**config.mk**
```make
export PLATFORM = sky130hd
export DESIGN_NAME = annexb_start_code_splitter_top
export DESIGN_NICKNAME = d
export VERILOG_FILES = /design/src/rtl/core/asc_pkg.sv /design/src/rtl/core/asc_scan.sv /design/src/rtl/core/asc_queue.sv /design/src/rtl/core/annexb_start_code_splitter_top.sv
export SDC_FILE = /design/constraint.sdc
export NUM_CORES = 1
export LEC_CHECK = 0
export ABC_AREA = 1
export ABC_CLOCK_PERIOD_IN_PS = 5500
export BUFFER_PORTS_ARGS = -buffer_cell sky130_fd_sc_hd__buf_2
export CAP_MARGIN = 5
export CORE_UTILIZATION = 56
export CTS_CLUSTER_SIZE = 20
export DETAILED_ROUTE_END_ITERATION = 7
export GPL_ROUTABILITY_DRIVEN = 0
export PLACE_DENSITY = 0.86
export SYNTH_ARGS = -nofsm -noshare
export SYNTH_HDL_FRONTEND = slang
export SYNTH_SLANG_ARGS = --single-unit
```
**constraint.sdc**
```tcl
create_clock -name i_clk -period 5.5 [get_ports i_clk]
set_input_delay 0.55 -clock i_clk [delete_from_list [all_inputs] [get_ports i_clk]]
set_output_delay 0.55 -clock i_clk [all_outputs]
set_load 0.03 [all_outputs]
```
**src/rtl/core/asc_pkg.sv**
```systemverilog
package asc_pkg;

    // width of the internal byte position counter
    localparam int OFFSET_BITS = 24;
    // width of the offset and length fields of a record
    localparam int FIELD_BITS  = 24;
    localparam int PREFIX_BITS = 3;
    localparam int ZRUN_BITS   = 2;
    localparam int QDEPTH      = 4;
    localparam int QPTR_BITS   = $clog2(QDEPTH);
    localparam int QCNT_BITS   = $clog2(QDEPTH + 1);

    localparam logic [OFFSET_BITS-1:0] POS_MAX   = {OFFSET_BITS{1'b1}};
    localparam logic [PREFIX_BITS-1:0] PFX_THREE = PREFIX_BITS'(3);
    localparam logic [PREFIX_BITS-1:0] PFX_FOUR  = PREFIX_BITS'(4);
    localparam logic [ZRUN_BITS-1:0]   ZRUN_MAX  = {ZRUN_BITS{1'b1}};
    localparam logic [7:0]             BYTE_ZERO = 8'h00;
    localparam logic [7:0]             BYTE_ONE  = 8'h01;

    typedef logic [OFFSET_BITS-1:0] t_pos;

    typedef struct packed {
        logic [FIELD_BITS-1:0]  offset;
        logic [FIELD_BITS-1:0]  length;
        logic [PREFIX_BITS-1:0] prefix;
        logic                   final_unit;
    } t_rec;

    // up to two records written into the result queue in one cycle
    typedef struct packed {
        logic v0;
        logic v1;
        t_rec rec0;
        t_rec rec1;
    } t_push;

    function automatic t_pos sat_inc(input t_pos v);
        t_pos r;
        r = (v == POS_MAX) ? v : v + t_pos'(1);
        return r;
    endfunction

    function automatic logic [FIELD_BITS-1:0] clip_field(input t_pos v);
        logic [FIELD_BITS+OFFSET_BITS-1:0] w;
        logic [FIELD_BITS+OFFSET_BITS-1:0] lim;
        w   = {{FIELD_BITS{1'b0}}, v};
        lim = {{OFFSET_BITS{1'b0}}, {FIELD_BITS{1'b1}}};
        if (w > lim) begin
            w = lim;
        end
        return w[FIELD_BITS-1:0];
    endfunction

    function automatic t_rec make_rec(input t_pos off, input t_pos fin_end,
                                      input logic [PREFIX_BITS-1:0] pfx,
                                      input logic fin);
        t_rec r;
        t_pos len;
        len          = (fin_end >= off) ? fin_end - off : t_pos'(0);
        r.offset     = clip_field(off);
        r.length     = clip_field(len);
        r.prefix     = pfx;
        r.final_unit = fin;
        return r;
    endfunction

endpackage

```
**src/rtl/core/asc_scan.sv**
```systemverilog
module asc_scan (
    input  logic                           i_clk,
    input  logic                           i_rst_n,
    input  logic                           i_valid,
    output logic                           o_stall,
    input  logic [7:0]                     i_data_byte,
    input  logic                           i_first_byte,
    input  logic                           i_last_byte,
    input  logic [asc_pkg::PREFIX_BITS-1:0] i_first_prefix,
    input  logic                           i_room,
    output asc_pkg::t_push                 o_push
);

    // input register
    logic                            r_v;
    logic [7:0]                      r_data;
    logic                            r_first;
    logic                            r_last;
    logic [asc_pkg::PREFIX_BITS-1:0] r_fpfx;

    // scan state
    asc_pkg::t_pos                   r_pos;
    asc_pkg::t_pos                   r_us;
    asc_pkg::t_pos                   r_bs;
    logic [asc_pkg::PREFIX_BITS-1:0] r_pfx;
    logic [asc_pkg::ZRUN_BITS-1:0]   r_zr;

    asc_pkg::t_pos                   pos0, us0, bs0, code_start;
    logic [asc_pkg::PREFIX_BITS-1:0] pfx0, np;
    logic [asc_pkg::ZRUN_BITS-1:0]   zr0;
    logic                            in_body, code, adv, accept;

    asc_pkg::t_pos                   n_pos, n_us, n_bs;
    logic [asc_pkg::PREFIX_BITS-1:0] n_pfx;
    logic [asc_pkg::ZRUN_BITS-1:0]   n_zr;
    asc_pkg::t_rec                   rec_code, rec_last;

    assign adv     = r_v && i_room;
    assign o_stall = r_v && !i_room;
    assign accept  = i_valid && !o_stall;

    always_comb begin
        // a first byte restarts the buffer
        pos0 = r_first ? '0 : r_pos;
        us0  = r_first ? '0 : r_us;
        pfx0 = r_first ? r_fpfx : r_pfx;
        bs0  = r_first ? asc_pkg::t_pos'(r_fpfx) : r_bs;
        zr0  = r_first ? '0 : r_zr;

        in_body    = pos0 >= bs0;
        code       = in_body && (r_data == asc_pkg::BYTE_ONE) && (zr0 >= 2'd2);
        np         = (zr0 == asc_pkg::ZRUN_MAX) ? asc_pkg::PFX_FOUR : asc_pkg::PFX_THREE;
        code_start = pos0 - asc_pkg::t_pos'(np - asc_pkg::PREFIX_BITS'(1));

        n_zr = zr0;
        if (in_body) begin
            if (r_data == asc_pkg::BYTE_ZERO) begin
                n_zr = (zr0 == asc_pkg::ZRUN_MAX) ? zr0 : zr0 + 2'd1;
            end else begin
                n_zr = '0;
            end
        end

        n_us  = code ? code_start : us0;
        n_pfx = code ? np : pfx0;
        n_bs  = code ? asc_pkg::sat_inc(pos0) : bs0;
        n_pos = asc_pkg::sat_inc(pos0);

        rec_code = asc_pkg::make_rec(us0, code_start, pfx0, 1'b0);
        rec_last = asc_pkg::make_rec(n_us, n_pos, n_pfx, 1'b1);

        o_push.v0   = adv && (code || r_last);
        o_push.v1   = adv && code && r_last;
        o_push.rec0 = code ? rec_code : rec_last;
        o_push.rec1 = rec_last;
    end

    always_ff @(posedge i_clk) begin
        if (!i_rst_n) begin
            r_v   <= 1'b0;
            r_pos <= '0;
            r_us  <= '0;
            r_bs  <= '0;
            r_pfx <= '0;
            r_zr  <= '0;
        end else begin
            if (accept) begin
                r_v <= 1'b1;
            end else if (adv) begin
                r_v <= 1'b0;
            end
            if (adv) begin
                r_pos <= n_pos;
                r_us  <= n_us;
                r_bs  <= n_bs;
                r_pfx <= n_pfx;
                r_zr  <= n_zr;
            end
        end
    end

    always_ff @(posedge i_clk) begin
        if (accept) begin
            r_data  <= i_data_byte;
            r_first <= i_first_byte;
            r_last  <= i_last_byte;
            r_fpfx  <= i_first_prefix;
        end
    end

endmodule

```
**src/rtl/core/asc_queue.sv**
```systemverilog
module asc_queue (
    input  logic           i_clk,
    input  logic           i_rst_n,
    input  asc_pkg::t_push i_push,
    output logic           o_room,
    output logic           o_valid,
    input  logic           i_stall,
    output asc_pkg::t_rec  o_rec
);

    asc_pkg::t_rec                 r_mem [asc_pkg::QDEPTH];
    logic [asc_pkg::QPTR_BITS-1:0] r_wp, r_rp;
    logic [asc_pkg::QCNT_BITS-1:0] r_cnt;
    logic                          pop;
    logic [asc_pkg::QPTR_BITS-1:0] wp1;

    assign o_valid = r_cnt != '0;
    assign pop     = o_valid && !i_stall;
    // room for two records regardless of this cycle's pop
    assign o_room  = r_cnt <= asc_pkg::QCNT_BITS'(asc_pkg::QDEPTH - 2);
    assign o_rec   = r_mem[r_rp];
    assign wp1     = r_wp + asc_pkg::QPTR_BITS'(1);

    always_ff @(posedge i_clk) begin
        if (!i_rst_n) begin
            r_wp  <= '0;
            r_rp  <= '0;
            r_cnt <= '0;
        end else begin
            r_wp  <= r_wp + asc_pkg::QPTR_BITS'(i_push.v0) + asc_pkg::QPTR_BITS'(i_push.v1);
            r_rp  <= r_rp + asc_pkg::QPTR_BITS'(pop);
            r_cnt <= r_cnt + asc_pkg::QCNT_BITS'(i_push.v0)
                     + asc_pkg::QCNT_BITS'(i_push.v1) - asc_pkg::QCNT_BITS'(pop);
        end
    end

    always_ff @(posedge i_clk) begin
        if (i_push.v0) begin
            r_mem[r_wp] <= i_push.rec0;
        end
        if (i_push.v1) begin
            r_mem[wp1] <= i_push.rec1;
        end
    end

endmodule

```
**src/rtl/core/annexb_start_code_splitter_top.sv**
```systemverilog
// path: an accepted item waits in the input register until the result queue has room
//   for two; the scan then writes its records into the queue that feeds the outputs
// throughput: one item per cycle while the queue has room; results leave one per cycle
//   when not stalled; an item that closes a unit on the final byte gives two records
// reset: synchronous, active low; clears the scan state and empties the result queue
module annexb_start_code_splitter_top (
    input  logic                             i_clk,
    input  logic                             i_rst_n,
    // byte item channel
    input  logic                             i_valid,
    output logic                             o_stall,
    input  logic [7:0]                       i_data_byte,
    input  logic                             i_first_byte,
    input  logic                             i_last_byte,
    input  logic [asc_pkg::PREFIX_BITS-1:0]  i_first_prefix,
    // unit record channel
    output logic                             o_valid,
    input  logic                             i_stall,
    output logic [asc_pkg::FIELD_BITS-1:0]   o_unit_offset,
    output logic [asc_pkg::FIELD_BITS-1:0]   o_unit_length,
    output logic [asc_pkg::PREFIX_BITS-1:0]  o_prefix_length,
    output logic                             o_final_unit
);

    // records from the scanner, zero to two per item
    asc_pkg::t_push push;
    // queue can take two more records
    logic           room;
    asc_pkg::t_rec  rec;

    // input register plus start code scan; the scan state advances only when the
    // queue has room for both possible records of the registered item
    asc_scan u_scan (
        .i_clk          (i_clk),
        .i_rst_n        (i_rst_n),
        .i_valid        (i_valid),
        .o_stall        (o_stall),
        .i_data_byte    (i_data_byte),
        .i_first_byte   (i_first_byte),
        .i_last_byte    (i_last_byte),
        .i_first_prefix (i_first_prefix),
        .i_room         (room),
        .o_push         (push)
    );

    // small record queue separates the scanner from a stalled consumer
    asc_queue u_queue (
        .i_clk   (i_clk),
        .i_rst_n (i_rst_n),
        .i_push  (push),
        .o_room  (room),
        .o_valid (o_valid),
        .i_stall (i_stall),
        .o_rec   (rec)
    );

    assign o_unit_offset   = rec.offset;
    assign o_unit_length   = rec.length;
    assign o_prefix_length = rec.prefix;
    assign o_final_unit    = rec.final_unit;

endmodule
```
==> results.md, run 1 <==
- Min cycle time layout: ~5400 ps
- Pre-Repair DR Iteration Count: 8
- VDD IR max: 387.7 uV
- Antenna-violating nets left: 0
- Setup TNS: 0 ps
- Die Area: between 30,000 and 40,000 um^2
- Syn Std Cell Area: 20,320 um^2
- H-tree depth: 1
- Top cells by area, synth: edfxtp_1 32%, nand2_1 12%, dfxtp_1 8.8%
- CP arrival: between 5000 and 6000 ps
- Top_reg_cell synth: edfxtp_1
- Synth Area per Inst: 7.550 um^2
- Total GRT Usage: 35.24%
- Synth-to-Final Area Change: 10.59%
- Port bufs: 70
- CP max FO: 9
- Final #Nets: 2,817
- # rows: around 70
- Most used routing layer: met2
- Post-synth EDFFs: 217
- Post-synth cell types: 56
- CP Launch Type: register
- Clk_lat worst skew: approximately 590 ps
- Seq cells post-synth: 306
- Die H: between 150 and 200 um
- Wirelength per Cell: just over 20 um
- Chip width: between 150 and 200 um
- Crit end category: register
- Sw power: 0.005671 W
- Via-per-instance ratio: about 6.3
- Worst setup path class: reg -> reg
- PwrDens: 513.5 nW/um^2
- Design Area, Final: 22,470 um^2
- Vias in the first global route: 19,070
- Worst-path clk slew: around 70 ps
- Run status: finished with violations
- I/O pin cnt: 71
- R2r setup slk: 130 ps
- Failing checks: design-rule violations
- Final wirelength: 66,110 um
- Min-delay worst type: in -> reg
- Share of the synthesized area in the top cell type: 32.07%
- DP Cell Count: 3,145
- Vias: just over 20,000
- Power share of the sequential group: 23.7%
- Sequential share of the synthesized area: 40.84%
- Syn Nets: 2,778
- Clock skew: about 14 ps
- Tcrit/Tclk final: 97.61%
- Global route total overflow: 0
- Combinational share of power: 56.2%
- Slew HR: roughly a fifth
- FFs w/ async S/R, synth: 0%
- Number of diodes: 0
- Hold Fails Final Rpt: 0
- Finished Layout Cells: 3,215
- Share of cells above drive strength 1: 12.16%
- Num CTS Buffers: 31
- Least-Margin Pin Slew: 1176 ps
- Largest area contributor in the netlist: edfxtp_1
- Max Cap Viol: 0
- Core Region: roughly 36,000 um^2
- Met1 usage: a little over 40%
- Worst Path Required: 5850 ps
- Largest net degree at the start of global routing: 83
- 1st-iter DRT viols: 2,948
- Fillers: 2,833
- Initial antenna violation count: 1
- Met2 Resource Use GR: 54.84%
- Pins Over Slew Limit: 0
- Root buffer cell: clkbuf_16
- DP Wirelength: 44,940 um
- Clock buffer depth: 3
- Endpoints failing setup: 0
- Clock power share: 20.0%
- F_max: 186.3 MHz
- DRC violations left: 42
- Syn Inst Count: 2,691
- Commonest non-fill, non-tap cell in the layout: nand2_1
- CTS tree: yes
- Met3 Use GR: under 10%
- Most frequent cells in the layout: 634 x nand2_1, 321 x inv_1, 236 x nor2_1
- Cell Area, Placed: 21,150 um^2
- Internal power: 0.005867 W
- Leakage: a little under 10 nW
- Starting density of the core: 56.98%
- Sw frac: about half
- Yosys warnings: 0
- WHS: 137.4 ps
- Global-route wire length before repair: about 100,000 um
- Clock Sinks: 306
## power by group through the flow
stage	Clock, W	Combinational (W)	Sequential (W)
after floorplan	0	0.00449	0.00273
after global placement	0	0.00582	0.00277
after detailed placement	0	0.00600	0.00278
after CTS	0.00230	0.00604	0.00273
after global routing	0.00240	0.00697	0.00275
final	0.00231	0.00649	0.00274
## synthesized netlist by cell type (4+ instances only)
cell,n
a21oi_1,151
buf_1,10
buf_2,11
buf_4,4
buf_6,8
clkbuf_1,97
dfxtp_1,89
edfxtp_1,217
fa_1,4
ha_1,66
inv_1,329
inv_2,16
nand2_1,638
nand2_2,26
nand2_4,9
nand3_1,137
nand3_2,10
nand4_1,39
nand4_4,6
nor2_1,245
nor2_2,15
nor2_4,7
nor3_1,19
nor4_1,8
o211ai_1,18
o21ai_0,226
o21ai_1,9
o22ai_1,148
o22ai_2,8
o31ai_1,5
xnor2_1,8
xor2_1,63
## final timing paths
path,startpoint,endpoint,cells after the start
setup / recovery,u_scan.r_first$_DFFE_PP_,u_queue.r_mem[0][17]$_DFFE_PP_,26
hold / removal,i_data_byte[1],u_scan.r_data[1]$_DFFE_PP_,1
hold reg to reg,u_scan.r_bs[7]$_SDFFE_PN0P_,u_scan.r_bs[7]$_SDFFE_PN0P_,2
setup reg to reg,u_scan.r_first$_DFFE_PP_,u_queue.r_mem[0][17]$_DFFE_PP_,26
## worst max-delay path, cell delays in order (launching register included)
cell and delay (ps):
edfxtp_1 520, buf_4 180, buf_4 220, nor2_4 80
buf_4 140, nor2_4 130, nand3_1 130, nor3_2 170
nand4_1 180, nor2_1 200, nand3_1 140, inv_1 90
nand3_1 110, xor2_1 490, ha_1 380, nand2_1 130
nor4_1 60, nor3_1 150, o21ai_0 110, a221oi_1 280
nor2_1 170, inv_2 220, a21oi_1 70, o21ai_0 310
o21ai_1 260, nand2_1 130, nand2_1 50
## routing by layer
layer / vias to the layer above / routed length [um]
met4: 2 / 5426
met1: 9226 / 22470
li1: 9113 / -
met2: 1646 / 28740
met5: - / 13
met3: 425 / 9455
## registers in the layout, indices dropped and copies added, names as in the netlist, 3 cells and up
signal,flops
u_queue.r_mem,208
u_scan.r_bs,24
u_scan.r_pos,24
u_scan.r_us,24
u_scan.r_data,8
u_queue.r_cnt,3
u_scan.r_fpfx,3
u_scan.r_pfx,3
## kinds of logic (layout without fill, tap and decap cells)
logic type | Yosys count | in the layout | synth area share, %
AO/OA/AOI/OAI | 586 | 586 | 16.26
XOR/XNOR | 71 | 71 | 3.061
adder cells (fa/ha/maj) | 70 | 70 | 4.458
buffers and inverters | 480 | 543 | 9.477
flip-flops | 306 | 306 | 40.84
AND/OR/NAND/NOR | 1178 | 1178 | 25.90
## through the flow
step | total power, W | util, % | setup slack, ps
2_1_floorplan | 0.007218 | - | 72.18
3_3_place_gp | 0.008590 | 59.32 | 187.5
3_5_place_dp | 0.008777 | 59.32 | 57.68
4_1_cts | 0.01107 | 62.42 | 39.16
5_1_grt | 0.01211 | 63.02 | -83.33
6_report | 0.01154 | 63.02 | 131.7
## area by class of cell
type                       instances  area, um^2  share of cell area (%)
multi-input combinational       1905       10200                   45.40
sequential                       306        8299                   36.93
inverter                         348        1315                   5.852
timing repair buffer             137       964.7                   4.293
clock buffer                      38       852.1                   3.792
tap                              461       576.8                   2.567
clock inverter                    19       256.5                   1.141
timing repair inverter             1       5.005                 0.02227
## timing repair
action / in CTS / in global routing
hold buffers: 0 / 0
gates resized for setup: 0 / 31
setup endpoints to repair: 0 / 96
buffers inserted: 0 / 11
Note: power is estimated with default switching activity, not from simulation.
==> inputs of run 2 (changes only) <==
- CAP_MARGIN: 5 -> 20
- SYNTH_HIERARCHICAL: default -> 1
==> results.md, run 2 <==
- Fillers: 3,171 (+12%)
- Power share of the sequential group: 25.3% (+1.6 points)
- Clock Sinks: 306 (unchanged)
- Clock buffer depth: 3 (unchanged)
- Finished Layout Cells: 3,717 (+16%)
- CTS tree: yes
- Vias: 21,330 (+4.5%)
- I/O pin cnt: 71 (unchanged)
- Worst Path Required: 5750 ps (-100 ps)
- Via-per-instance ratio: 5.739 (-9.6%)
- Total power: 0.01200 W (+4.0%)
- Least-Margin Pin Slew: 982.5 ps (-193.4 ps)
- Post-synth EDFFs: 221 (+1.8%)
- 1st-iter DRT viols: 2,838 (-3.7%)
- DP Cell Count: 3,634 (+16%)
- RSZ-0062 raised after global routing: yes
- Port bufs: 70 (unchanged)
- CP arrival: 5540 ps (-180 ps)
- Multi-input logic area: 10,730 um^2 (+5.2%)
- Starting density of the core: 57.31% (+0.33 points)
- Vias in the first global route: 19,680 (+3.2%)
- Setup TNS: 0 ps (unchanged)
- Leakage: 12.02 nW (+24%)
- DP Wirelength: 43,220 um (-3.8%)
- Num CTS Buffers: 36 (+16%)
- Share of cells above drive strength 1: 10.23% (-1.9 points)
- Sequential cell area: 8346 um^2 (+0.56%)
- Max Cap Viol: 0 (unchanged)
- Seq cells post-synth: 306 (unchanged)
- Final #Nets: 3,269 (+16%)
- Pins Over Slew Limit: 0 (unchanged)
- Clock skew: 22.26 ps (+8.204 ps)
- Design Area, Final: 24,050 um^2 (+7.0%)
- Crit end category: register
- Global-route wire length before repair: 101,400 um (+0.94%)
- Slowest stage delay, CP: 410 ps (-110 ps)
- Largest net degree at the start of global routing: 121 (+46%)
- Post-synth cell types: 53 (-5.4%)
- CP Launch Type: register
- Min-delay worst type: in -> reg
- Most flops, register: u_queue/r_mem
- Clock power share: 19.0% (-1.0 points)
- Run status: finished, final reports clean
- H-tree depth: 2 (+1)
- # hold bufs at CTS: 0 (unchanged)
- Wirelength per Cell: 17.44 um (-15%)
- Synth Area per Inst: 6.906 um^2 (-8.5%)
- FFs w/ async S/R, synth: 0% (unchanged)
- Endpoints failing setup: 0 (unchanged)
- Min cycle time layout: 5283 ps (-84.97 ps)
- Die H: 199.0 um (+3.4%)
- Chip width: 199.0 um (+3.4%)
- Antenna-violating nets left: 0 (unchanged)
- Internal power: 0.006288 W (+7.2%)
- Max FFs per register: 208 (unchanged)
- Number of diodes: 0 (unchanged)
- Top cells by area, synth: edfxtp_1 31%, nand2_1 17%, inv_1 9.4%
- Sw power: 0.005712 W (+0.72%)
- Slew HR: 34.34% (+14 points)
- F_max: 189.3 MHz (+1.6%)
- Syn Nets: 3,237 (+17%)
- Tcrit/Tclk final: 96.06% (-1.5 points)
- Sw frac: 47.60% (-1.6 points)
- DRC violations left: 0 (-100%)
- Root buffer cell: clkbuf_16
- # rows: 71 (+2.9%)
- CP max FO: 11 (+2)
- Cell Area, Placed: 22,600 um^2 (+6.9%)
- Final wirelength: 64,810 um (-2.0%)
- Combinational share of power: 55.7% (-0.5 points)
- Yosys warnings: 6 (+6)
- Synth-to-Final Area Change: 10.63% (about the same)
- Share of the synthesized area in the top cell type: 30.53% (-1.5 points)
- Worst setup path class: reg -> reg
- Top_reg_cell synth: edfxtp_1
- Syn Std Cell Area: 21,740 um^2 (+7.0%)
- Initial antenna violation count: 0 (-1)
- Worst-path clk slew: 60 ps (about the same)
- Clk_lat worst skew: 550 ps (-40 ps)
- Most frequent CP cell: nand2_1
- Most frequent cells in the layout: 995 x nand2_1, 540 x inv_1, 259 x nand3_1
- Sequential share of the synthesized area: 38.35% (-2.5 points)
- Global route total overflow: 0 (unchanged)
- Master of the slowest instance on the critical path: edfxtp_1
- Syn Inst Count: 3,148 (+17%)
- Total GRT Usage: 32.71% (-2.5 points)
- Top-count cell post-synth: nand2_1
- Hold Fails Final Rpt: 0 (unchanged)
- Commonest cells post-synth: 1,002 x nand2_1, 544 x inv_1, 261 x nand3_1, 221 x edfxtp_1, 167 x o21ai_0
- Pre-Repair DR Iteration Count: 7 (-1)
- Largest area contributor in the netlist: edfxtp_1
- Commonest non-fill, non-tap cell in the layout: nand2_1
- Core Region: 37,930 um^2 (+6.4%)
- WHS: 185.0 ps (+47.63 ps)
- PwrDens: 498.9 nW/um^2 (-2.8%)
- Die Area: 39,610 um^2 (+6.9%)
- VDD IR max: 375.6 uV (-3.1%)
-- run 2: cell count changes after synthesis, moves of 7 or more --
| cell | delta |
|---|---|
| nand2_1 | +364 |
| inv_1 | +215 |
| o22ai_1 | -141 |
| nand3_1 | +124 |
| nor2_1 | -114 |
| nand4_1 | +86 |
| o21ai_0 | -59 |
| buf_2 | +41 |
| nand2_2 | -15 |
| a21oi_1 | +13 |
| o211ai_1 | -13 |
| xor2_1 | -13 |
| o22ai_2 | -8 |
| clkbuf_1 | -7 |
-- run 2: logic make-up after synthesis --
logic type / synth area share [%]
fa+ha+maj: 4.317
other cells: 0.01725
compound gates: 9.030
flops: 38.35
simple gates: 32.54
buf+inv: 13.21
xor+xnor: 2.538
-- run 2: metal layers --
layer	wire [um]	GRT usage, %
met1	24050	40.96
met2	28980	51.70
met3	7677	6.189
met4	4095	21.11
met5	0	0
-- run 2: timing repair --
action | 4_1_cts | 5_1_grt
setup buffers | 0 | 15
gates cloned | 0 | 3
pin swaps | 0 | 11
gates resized for setup | 1 | 60
setup endpoints to repair | 1 | 96
-- run 2: final timing paths --
path                                                   start                            end  slack [ps]  cells past startpoint
worst max-delay path                u_scan/r_first$_DFFE_PP_  u_queue/r_mem[0][7]$_DFFE_PP_         220                     31
worst min-delay path                            i_first_byte       u_scan/r_first$_DFFE_PP_         190                      1
worst min register to register  u_scan/r_bs[22]$_SDFFE_PN0P_   u_scan/r_bs[22]$_SDFFE_PN0P_         460                      2
worst max register to register      u_scan/r_first$_DFFE_PP_  u_queue/r_mem[0][7]$_DFFE_PP_         220                     31
-- run 2: final cells by class --
class,count,area share (%)
multi-input cells,2122,44.61
flip-flops and latches,306,34.70
inverters,560,8.776
repair buffers,153,4.635
clock buffers,43,3.943
well taps,511,2.658
clock inverters,21,0.6555
repair inverters,1,0.02601
-- run 2: metrics by stage --
step / util [%] / setup WS [ps]
6_report: 63.40 / 216.7
2_1_floorplan: - / -9.587
3_3_place_gp: 59.58 / 246.3
5_1_grt: 63.40 / -105.6
3_5_place_dp: 59.58 / 70.42
4_1_cts: 62.50 / 44.57
-- run 2: power by group through the flow --
stage	Sequential (W)	Clock [W]	Combinational, W
after floorplan	0.00301	0	0.00473
after global placement	0.00307	0	0.00607
after detailed placement	0.00307	0	0.00621
after CTS	0.00303	0.00229	0.00627
after global routing	0.00304	0.00240	0.00738
final	0.00303	0.00228	0.00668
-- run 2: worst max-delay path: cells and delay by family (launching register included) --
family          cells  cell delay (ps)
simple gates       13             1290
buf+inv             6              820
flops               1              410
xor+xnor            1              340
compound gates      8             1380
fa+ha+maj           3              750
